[src/sv/glo_pkg.sv]
package glo_pkg;

    localparam int POS_W  = 12;
    localparam int REG_W  = 13;
    localparam int CLR_W  = 8;
    localparam int QUO_W  = 13;
    localparam int HI_W   = 14;
    localparam int LOP_W  = 25;
    localparam int HIP_W  = 27;
    localparam int NUM_W  = REG_W + QUO_W;
    localparam int KS_W   = REG_W + QUO_W;
    localparam int IN_W   = 2 * POS_W + 3 * CLR_W;
    localparam int OUT_W  = 3 * CLR_W;
    localparam int CFG_AW = 3;
    localparam int AXES   = 2;

    localparam logic [CFG_AW-1:0] REG_WIDTH  = 3'd0;
    localparam logic [CFG_AW-1:0] REG_HEIGHT = 3'd1;
    localparam logic [CFG_AW-1:0] REG_COLS   = 3'd2;
    localparam logic [CFG_AW-1:0] REG_ROWS   = 3'd3;
    localparam logic [CFG_AW-1:0] REG_THICK  = 3'd4;
    localparam logic [CFG_AW-1:0] REG_RED    = 3'd5;
    localparam logic [CFG_AW-1:0] REG_GREEN  = 3'd6;
    localparam logic [CFG_AW-1:0] REG_BLUE   = 3'd7;

    localparam logic [REG_W-1:0] WIDTH_RST  = 13'd640;
    localparam logic [REG_W-1:0] HEIGHT_RST = 13'd480;
    localparam logic [REG_W-1:0] COLS_RST   = 13'd2;
    localparam logic [REG_W-1:0] ROWS_RST   = 13'd2;
    localparam logic [REG_W-1:0] THICK_RST  = 13'd1;
    localparam logic [CLR_W-1:0] COLOR_RST  = 8'd0;

    typedef struct packed {
        logic [CLR_W-1:0] blue;
        logic [CLR_W-1:0] green;
        logic [CLR_W-1:0] red;
    } pix_t;

    typedef struct packed {
        logic fix;
        logic chk;
    } axis_flag_t;

endpackage

[src/sv/grid_line_overlay.sv]
// Grid line overlay for an RGB pixel stream.
// Slave stream s_*: one pixel per transfer with its column, row and colour.
// Master stream m_*: one pixel per transfer, either the input colour or the
// line colour, with m_tuser high when the line colour was substituted.
// Configuration: cfg_wr_en/cfg_addr/cfg_wr_data write one register per clock;
// the registers are read live by every stage, so write them only while the
// pipeline is empty.
// Throughput: one pixel per clock while m_tready does not hold the output. A
// pixel passes the input, multiply, numerator, divider, k and output stages.
// Depth is set by the 13-step restoring divider pipeline that
// finds the first line index at or past the pixel's window, one quotient
// bit per stage, followed by the multiply-back and compare stages.
// Reset: all stages empty, registers at 640x480, two parts each way,
// thickness one, black lines.
// Stall: when m_tready is low the output holds; earlier stages keep
// advancing into empty slots, and s_tready drops only once every stage is
// occupied.
module grid_line_overlay #(
    parameter int MAX_WIDTH  = 4096,
    parameter int MAX_HEIGHT = 4096
) (
    input  logic                         clk,
    input  logic                         rst_n,
    input  logic                         s_tvalid,
    output logic                         s_tready,
    // column[11:0], row[23:12], in_red[31:24], in_green[39:32], in_blue[47:40]
    input  logic [glo_pkg::IN_W-1:0]     s_tdata,
    output logic                         m_tvalid,
    input  logic                         m_tready,
    // out_red[7:0], out_green[15:8], out_blue[23:16]
    output logic [glo_pkg::OUT_W-1:0]    m_tdata,
    // on_line[0]
    output logic                         m_tuser,
    input  logic                         cfg_wr_en,
    input  logic [glo_pkg::CFG_AW-1:0]   cfg_addr,
    input  logic [glo_pkg::REG_W-1:0]    cfg_wr_data
);

    localparam int ST_IN   = 0;
    localparam int ST_MUL  = 1;
    localparam int ST_NUM  = 2;
    localparam int ST_DIV0 = 3;
    localparam int ST_KS   = ST_DIV0 + glo_pkg::QUO_W;
    localparam int ST_OUT  = ST_KS + 1;
    localparam int NS      = ST_OUT + 1;

    localparam int POS_W = glo_pkg::POS_W;
    localparam int REG_W = glo_pkg::REG_W;
    localparam int CLR_W = glo_pkg::CLR_W;
    localparam int QUO_W = glo_pkg::QUO_W;
    localparam int HI_W  = glo_pkg::HI_W;
    localparam int LOP_W = glo_pkg::LOP_W;
    localparam int HIP_W = glo_pkg::HIP_W;
    localparam int NUM_W = glo_pkg::NUM_W;
    localparam int KS_W  = glo_pkg::KS_W;
    localparam int AXES  = glo_pkg::AXES;

    logic [REG_W-1:0] width_reg;
    logic [REG_W-1:0] height_reg;
    logic [REG_W-1:0] cols_reg;
    logic [REG_W-1:0] rows_reg;
    logic [REG_W-1:0] thick_reg;
    logic [CLR_W-1:0] red_reg;
    logic [CLR_W-1:0] green_reg;
    logic [CLR_W-1:0] blue_reg;

    logic [REG_W-1:0] size_eff [AXES];
    logic [REG_W-1:0] parts    [AXES];
    logic [POS_W-1:0] pos_in   [AXES];
    glo_pkg::pix_t    pix_in;
    glo_pkg::pix_t    line_pix;

    logic [NS-1:0] valid_reg;
    logic [NS-1:0] en;

    glo_pkg::pix_t       pix_reg  [ST_IN:ST_KS];
    glo_pkg::axis_flag_t flag_reg [ST_IN:ST_KS][AXES];
    logic [POS_W-1:0]    lo_reg   [AXES];
    logic [HI_W-1:0]     hi_reg   [AXES];
    logic [LOP_W-1:0]    lop_reg  [AXES];
    logic [HIP_W-1:0]    hip_reg  [ST_MUL:ST_KS][AXES];
    logic [REG_W-1:0]    rem_reg  [ST_NUM:ST_KS-1][AXES];
    logic [QUO_W-1:0]    low_reg  [ST_NUM:ST_KS-1][AXES];
    logic [QUO_W-1:0]    q_reg    [ST_NUM:ST_KS-1][AXES];
    logic [KS_W-1:0]     ks_reg   [AXES];
    glo_pkg::pix_t       out_pix_reg;
    logic                out_on_reg;

    glo_pkg::axis_flag_t flag_in_next [AXES];
    logic [POS_W-1:0]    lo_next      [AXES];
    logic [HI_W-1:0]     hi_next      [AXES];
    logic [LOP_W-1:0]    lop_next     [AXES];
    logic [HIP_W-1:0]    hip_next     [AXES];
    logic [NUM_W-1:0]    num_next     [AXES];
    logic [REG_W-1:0]    rem_next     [ST_DIV0:ST_KS-1][AXES];
    logic [QUO_W-1:0]    low_next     [ST_DIV0:ST_KS-1][AXES];
    logic [QUO_W-1:0]    q_next       [ST_DIV0:ST_KS-1][AXES];
    glo_pkg::axis_flag_t flag_ks_next [AXES];
    logic [KS_W-1:0]     ks_next      [AXES];
    logic [AXES-1:0]     hit;
    logic                on_next;
    glo_pkg::pix_t       out_pix_next;

    always_ff @(posedge clk or negedge rst_n)
    begin
        if (!rst_n)
        begin
            width_reg  <= glo_pkg::WIDTH_RST;
            height_reg <= glo_pkg::HEIGHT_RST;
            cols_reg   <= glo_pkg::COLS_RST;
            rows_reg   <= glo_pkg::ROWS_RST;
            thick_reg  <= glo_pkg::THICK_RST;
            red_reg    <= glo_pkg::COLOR_RST;
            green_reg  <= glo_pkg::COLOR_RST;
            blue_reg   <= glo_pkg::COLOR_RST;
        end
        else if (cfg_wr_en)
        begin
            unique case (cfg_addr)
                glo_pkg::REG_WIDTH:  width_reg  <= cfg_wr_data;
                glo_pkg::REG_HEIGHT: height_reg <= cfg_wr_data;
                glo_pkg::REG_COLS:   cols_reg   <= cfg_wr_data;
                glo_pkg::REG_ROWS:   rows_reg   <= cfg_wr_data;
                glo_pkg::REG_THICK:  thick_reg  <= cfg_wr_data;
                glo_pkg::REG_RED:    red_reg    <= cfg_wr_data[CLR_W-1:0];
                glo_pkg::REG_GREEN:  green_reg  <= cfg_wr_data[CLR_W-1:0];
                glo_pkg::REG_BLUE:   blue_reg   <= cfg_wr_data[CLR_W-1:0];
                default: ;
            endcase
        end
    end

    always_comb
    begin
        size_eff[0] = (int'(width_reg) > MAX_WIDTH) ? REG_W'(MAX_WIDTH) : width_reg;
        size_eff[1] = (int'(height_reg) > MAX_HEIGHT) ? REG_W'(MAX_HEIGHT) : height_reg;
        parts[0]    = cols_reg;
        parts[1]    = rows_reg;
        pos_in[0]   = s_tdata[POS_W-1:0];
        pos_in[1]   = s_tdata[2*POS_W-1:POS_W];
        pix_in.red   = s_tdata[2*POS_W +: CLR_W];
        pix_in.green = s_tdata[2*POS_W+CLR_W +: CLR_W];
        pix_in.blue  = s_tdata[2*POS_W+2*CLR_W +: CLR_W];
        line_pix.red   = red_reg;
        line_pix.green = green_reg;
        line_pix.blue  = blue_reg;
    end

    always_comb
    begin
        en[NS-1] = !valid_reg[NS-1] || m_tready;
        for (int s = NS - 2; s >= 0; s--)
        begin
            en[s] = !valid_reg[s] || en[s+1];
        end
    end

    // first stage: window [pos-thick+1, pos+thick-1] and the trivial cases
    always_comb
    begin
        logic [REG_W-1:0] pos_ext;
        logic             lines;
        logic             at_or_past;
        for (int a = 0; a < AXES; a++)
        begin
            pos_ext    = REG_W'(pos_in[a]);
            lines      = (parts[a] >= REG_W'(2)) && (thick_reg != '0);
            at_or_past = pos_ext >= thick_reg;
            lo_next[a] = at_or_past ? POS_W'(pos_ext + REG_W'(1) - thick_reg) : '0;
            hi_next[a] = HI_W'(pos_in[a]) + HI_W'(thick_reg);
            flag_in_next[a].fix = lines && (size_eff[a] == '0) && !at_or_past;
            flag_in_next[a].chk = lines && (size_eff[a] != '0)
                                  && (REG_W'(lo_next[a]) < size_eff[a]);
        end
    end

    always_comb
    begin
        for (int a = 0; a < AXES; a++)
        begin
            lop_next[a] = LOP_W'(lo_reg[a]) * LOP_W'(parts[a]);
            hip_next[a] = HIP_W'(hi_reg[a]) * HIP_W'(parts[a]);
            num_next[a] = flag_reg[ST_MUL][a].chk
                          ? NUM_W'(lop_reg[a]) + NUM_W'(size_eff[a]) - NUM_W'(1)
                          : '0;
        end
    end

    // one quotient bit per stage: ceil(lo*parts/size)
    always_comb
    begin
        logic [REG_W:0] t;
        logic           ge;
        for (int s = ST_DIV0; s < ST_KS; s++)
        begin
            for (int a = 0; a < AXES; a++)
            begin
                t  = {rem_reg[s-1][a], low_reg[s-1][a][QUO_W-1]};
                ge = t >= {1'b0, size_eff[a]};
                rem_next[s][a] = ge ? REG_W'(t - {1'b0, size_eff[a]}) : t[REG_W-1:0];
                q_next[s][a]   = {q_reg[s-1][a][QUO_W-2:0], ge};
                low_next[s][a] = {low_reg[s-1][a][QUO_W-2:0], 1'b0};
            end
        end
    end

    always_comb
    begin
        logic [QUO_W-1:0] kmin;
        for (int a = 0; a < AXES; a++)
        begin
            kmin = (q_reg[ST_KS-1][a] == '0) ? QUO_W'(1) : q_reg[ST_KS-1][a];
            flag_ks_next[a].fix = flag_reg[ST_KS-1][a].fix;
            flag_ks_next[a].chk = flag_reg[ST_KS-1][a].chk && (REG_W'(kmin) < parts[a]);
            ks_next[a] = KS_W'(size_eff[a]) * KS_W'(kmin);
        end
    end

    always_comb
    begin
        for (int a = 0; a < AXES; a++)
        begin
            hit[a] = flag_reg[ST_KS][a].fix
                     || (flag_reg[ST_KS][a].chk
                         && (HIP_W'(ks_reg[a]) < hip_reg[ST_KS][a]));
        end
        on_next      = |hit;
        out_pix_next = on_next ? line_pix : pix_reg[ST_KS];
    end

    always_ff @(posedge clk or negedge rst_n)
    begin
        if (!rst_n)
        begin
            valid_reg <= '0;
        end
        else
        begin
            if (en[0])
            begin
                valid_reg[0] <= s_tvalid;
            end
            for (int s = 1; s < NS; s++)
            begin
                if (en[s])
                begin
                    valid_reg[s] <= valid_reg[s-1];
                end
            end
        end
    end

    always_ff @(posedge clk)
    begin
        if (en[ST_IN])
        begin
            pix_reg[ST_IN] <= pix_in;
            for (int a = 0; a < AXES; a++)
            begin
                flag_reg[ST_IN][a] <= flag_in_next[a];
                lo_reg[a]          <= lo_next[a];
                hi_reg[a]          <= hi_next[a];
            end
        end
        if (en[ST_MUL])
        begin
            pix_reg[ST_MUL] <= pix_reg[ST_IN];
            for (int a = 0; a < AXES; a++)
            begin
                flag_reg[ST_MUL][a] <= flag_reg[ST_IN][a];
                lop_reg[a]          <= lop_next[a];
                hip_reg[ST_MUL][a]  <= hip_next[a];
            end
        end
        if (en[ST_NUM])
        begin
            pix_reg[ST_NUM] <= pix_reg[ST_MUL];
            for (int a = 0; a < AXES; a++)
            begin
                flag_reg[ST_NUM][a] <= flag_reg[ST_MUL][a];
                hip_reg[ST_NUM][a]  <= hip_reg[ST_MUL][a];
                rem_reg[ST_NUM][a]  <= num_next[a][NUM_W-1:QUO_W];
                low_reg[ST_NUM][a]  <= num_next[a][QUO_W-1:0];
                q_reg[ST_NUM][a]    <= '0;
            end
        end
        for (int s = ST_DIV0; s < ST_KS; s++)
        begin
            if (en[s])
            begin
                pix_reg[s] <= pix_reg[s-1];
                for (int a = 0; a < AXES; a++)
                begin
                    flag_reg[s][a] <= flag_reg[s-1][a];
                    hip_reg[s][a]  <= hip_reg[s-1][a];
                    rem_reg[s][a]  <= rem_next[s][a];
                    low_reg[s][a]  <= low_next[s][a];
                    q_reg[s][a]    <= q_next[s][a];
                end
            end
        end
        if (en[ST_KS])
        begin
            pix_reg[ST_KS] <= pix_reg[ST_KS-1];
            for (int a = 0; a < AXES; a++)
            begin
                flag_reg[ST_KS][a] <= flag_ks_next[a];
                hip_reg[ST_KS][a]  <= hip_reg[ST_KS-1][a];
                ks_reg[a]          <= ks_next[a];
            end
        end
        if (en[ST_OUT])
        begin
            out_pix_reg <= out_pix_next;
            out_on_reg  <= on_next;
        end
    end

    assign s_tready = en[ST_IN];
    assign m_tvalid = valid_reg[ST_OUT];
    assign m_tdata  = out_pix_reg;
    assign m_tuser  = out_on_reg;

    a_full_when_blocked: assert property (
        @(posedge clk) disable iff (!rst_n)
        !s_tready |-> (m_tvalid && !m_tready)
    ) else $error("input blocked while pipeline has a free slot");

    a_accept_lands: assert property (
        @(posedge clk) disable iff (!rst_n)
        (s_tvalid && s_tready) |=> valid_reg[ST_IN]
    ) else $error("accepted pixel missing from first stage");

    a_drain_to_output: assert property (
        @(posedge clk) disable iff (!rst_n)
        (valid_reg[ST_KS] && !m_tvalid) |=> m_tvalid
    ) else $error("result did not move into empty output register");

endmodule
[config.mk]
export PLATFORM = sky130hd
export DESIGN_NAME = grid_line_overlay
export DESIGN_NICKNAME = d
export VERILOG_FILES = /design/src/sv/glo_pkg.sv /design/src/sv/grid_line_overlay.sv
export SDC_FILE = /design/constraint.sdc
export NUM_CORES = 2
export LEC_CHECK = 0
export BUFFER_PORTS_ARGS = -buffer_cell sky130_fd_sc_hd__clkbuf_2
export CORE_MARGIN = 2
export CORE_UTILIZATION = 65
export CTS_BUF_LIST = sky130_fd_sc_hd__clkbuf_8
export DETAILED_ROUTE_END_ITERATION = 12
export GPL_TIMING_DRIVEN = 0
export PLACE_DENSITY = 0.79
export SYNTH_ARGS = -nofsm -noshare
export SYNTH_HDL_FRONTEND = slang
export SYNTH_SLANG_ARGS = --single-unit
[constraint.sdc]
create_clock -name clk -period 17.08 [get_ports clk]
set_input_delay 1.708 -clock clk [delete_from_list [all_inputs] [get_ports clk]]
set_output_delay 1.708 -clock clk [all_outputs]
set_load 0.005 [all_outputs]
==> reports/metrics.csv <==
metric,value,unit
syn avg cell area,13.1,um^2
CTS resizes,0,
r2r worst-path depth,23,
Worst slew margin,3.74,%
synthesized instance count,9802,
Crit. End Element,output port,
Die W,449,um
crit path launch,m_tready,
run status,finished clean,
GPL Wtd Cong,0.937,
utilization after layout,71.3,%
CP Class,in2out,
Layout Cells excl Fill,13235,
GRT Total Usage,29.5,%
number of flip-flops in the largest register,864,
IO Pins,96,
final setup vio count,0,
number of enable flip-flop cells after synthesis,2221,
Reg-to-Reg Start,height_reg[12],
layout cells sized above 1,9.86,%
largest net degree at the start of global routing,84,
type of origin of the critical path,input pin,
Post-synth ARST share,4.60,%
critical path peak fanout,81,
Root Buffer,clkbuf_8,
Reg-to-Reg End,ks_reg[0][51],
top-count cell post-synth,edfxtp_1,
fin nets,12140,
Yosys top cell by area,edfxtp_1,
Fin. Hold Viols,0,
Rows,163,
DRT Pass-1 Iters,6,
initial antenna violation count,31,
area of the die,202000,um^2
vias in the first global route,80244,
Inst Count DP,12581,
CTS Buffer Depth,4,
dpl cell area,134000,um^2
number of max-cap violations,0,
YS warnings,0,
area delta synth->final,9.08,%
vias post-DR,76992,
Worst-Skew Late Latency,1.10,ns
number of buffers created by CTS,371,
DP Wirelength,213000,um
worst slew pin tran,1.44,ns
Cell variety after synth,78,
clock skew,0.0812,ns
post-route cell area,140000,um^2
"Seq/Total Area, Yosys",53.9,%
CTS Sinks,2328,
1st-iter DRT viols,6569,
number of vias per cell,5.82,
WP data arrival,7.40,ns
f_max,0.110,GHz
CTS hold repair buffers,0,
post-synthesis register bit count,2328,
setup bufs post-CTS,0,
RSZ-0062 raised after global routing,false,
"CTS clk-pin slew, worst paths",0.06,ns
Max Slew Vio Count,0,
syn_nets,11627,
post-synth top area share,51.8,%
Hold Path Class,reg2reg,
Synth Cell Area,129000,um^2
"top cells by count, synth","edfxtp_1 (2,221), inv_1 (1,277), ha_1 (992)",
Port Buffers,91,
drc violations,0,
wire per inst,22.1,um
grt total ovfl,0,
Final period util,53.3,%
CTS tree,built,
"wirelength, routed",292000,um
synth top area cells,"edfxtp_1 (52%), fa_1 (12%), ha_1 (9.6%), inv_1 (3.7%), mux2_2 (2.7%)",
core area,197000,um^2
Clock H-tree levels,5,
WP data required,15.37,ns
antenna-violating nets left,0,
first-pass GRT wire length,454000,um
initial core utilization,65.3,%
Worst setup endpoint,s_tready,
post-route minimum period,9.11,ns
prevailing post-synth register cell,edfxtp_1,
flop2flop setup slack,9.36,ns
Die Ht,449,um
stage by stage:
stage	hold slack [ns]	setup TNS, ns	setup WS, ns
finish	0.373	0	7.97
global route	0.359	0	7.62
CTS	0.357	0	7.92
detailed placement	0.405	0	7.96
global placement	0.400	-2489.14	-6.95
floorplan	0.400	0	1.64
layout make-up:
cell class	count	area, um^2
fillers	13137	56600
repair buffers	140	1560
multi-input cells	5944	53700
clock inverters	253	1380
well taps	2640	3300
plain buffers	253	987
flip-flops and latches	2328	69400
clock buffers	383	5270
inverters	1277	4820
diodes	17	42.5
kinds of logic after synthesis:
kind of cell	Yosys count	share of synthesized area, %
fa+ha+maj	1756	21.5
flops	2328	53.9
xor+xnor	436	2.97
mux	313	2.74
simple gates	2224	8.54
buf+inv	1530	4.49
compound gates	1215	5.86
metal layers:
metal | vias to the layer above | global-route usage, % | part of all wire [%]
met5 | - | 0 | 0.014
met4 | 6 | 11.7 | 3.9
met3 | 598 | 5.65 | 8.2
met2 | 3004 | 46.8 | 47
met1 | 38328 | 40.7 | 41
li1 | 35056 | - | -
critical path: stages:
cell      delay [ns]
clkbuf_2        0.08
nor2b_1         0.49
nand2_4         0.25
nor2_1          0.37
and2_1          0.36
inv_6           0.23
buf_16          0.33
nor3_1          1.04
nand3_4         0.81
nor2_1          0.85
nand3_4         0.53
clkbuf_2        0.27
worst min-delay path by stage:
stage / end / cells past startpoint / startpoint / slack [ns]
after detailed placement: flag_reg[11][0] / 0 / flag_reg[10][0] / 0.40
after CTS: pix_reg[0][355] / 0 / pix_reg[0][331] / 0.36
final: hip_reg[14][32] / 0 / hip_reg[13][32] / 0.37
after global placement: hip_reg[8][17] / 0 / hip_reg[7][17] / 0.40
after floorplan: flag_reg[10][0] / 0 / flag_reg[9][0] / 0.40
after global routing: hip_reg[2][11] / 0 / hip_reg[1][11] / 0.36
placed cells by master (no fill, tap or decap), types with 61 or more instances in the layout:
master and n:
nand2_1 836, xnor2_1 297, nor3_1 95, xor2_1 139
ha_1 992, nand2b_1 64, nor2b_1 135, nor2_1 257
a21o_1 152, or3_1 61, clkbuf_2 94, edfxtp_1 2221
fa_1 764, a21oi_1 422, dfrtp_1 98, nand3_1 86
clkbuf_8 384, mux2_2 310, clkinv_1 71, clkbuf_1 223
o21ai_0 248, nand4_1 99, and2_1 424, o21a_1 72
inv_1 1389
Power is not shown: default switching activity piles up to over one toggle a cycle in this logic, so the estimate is an artifact.
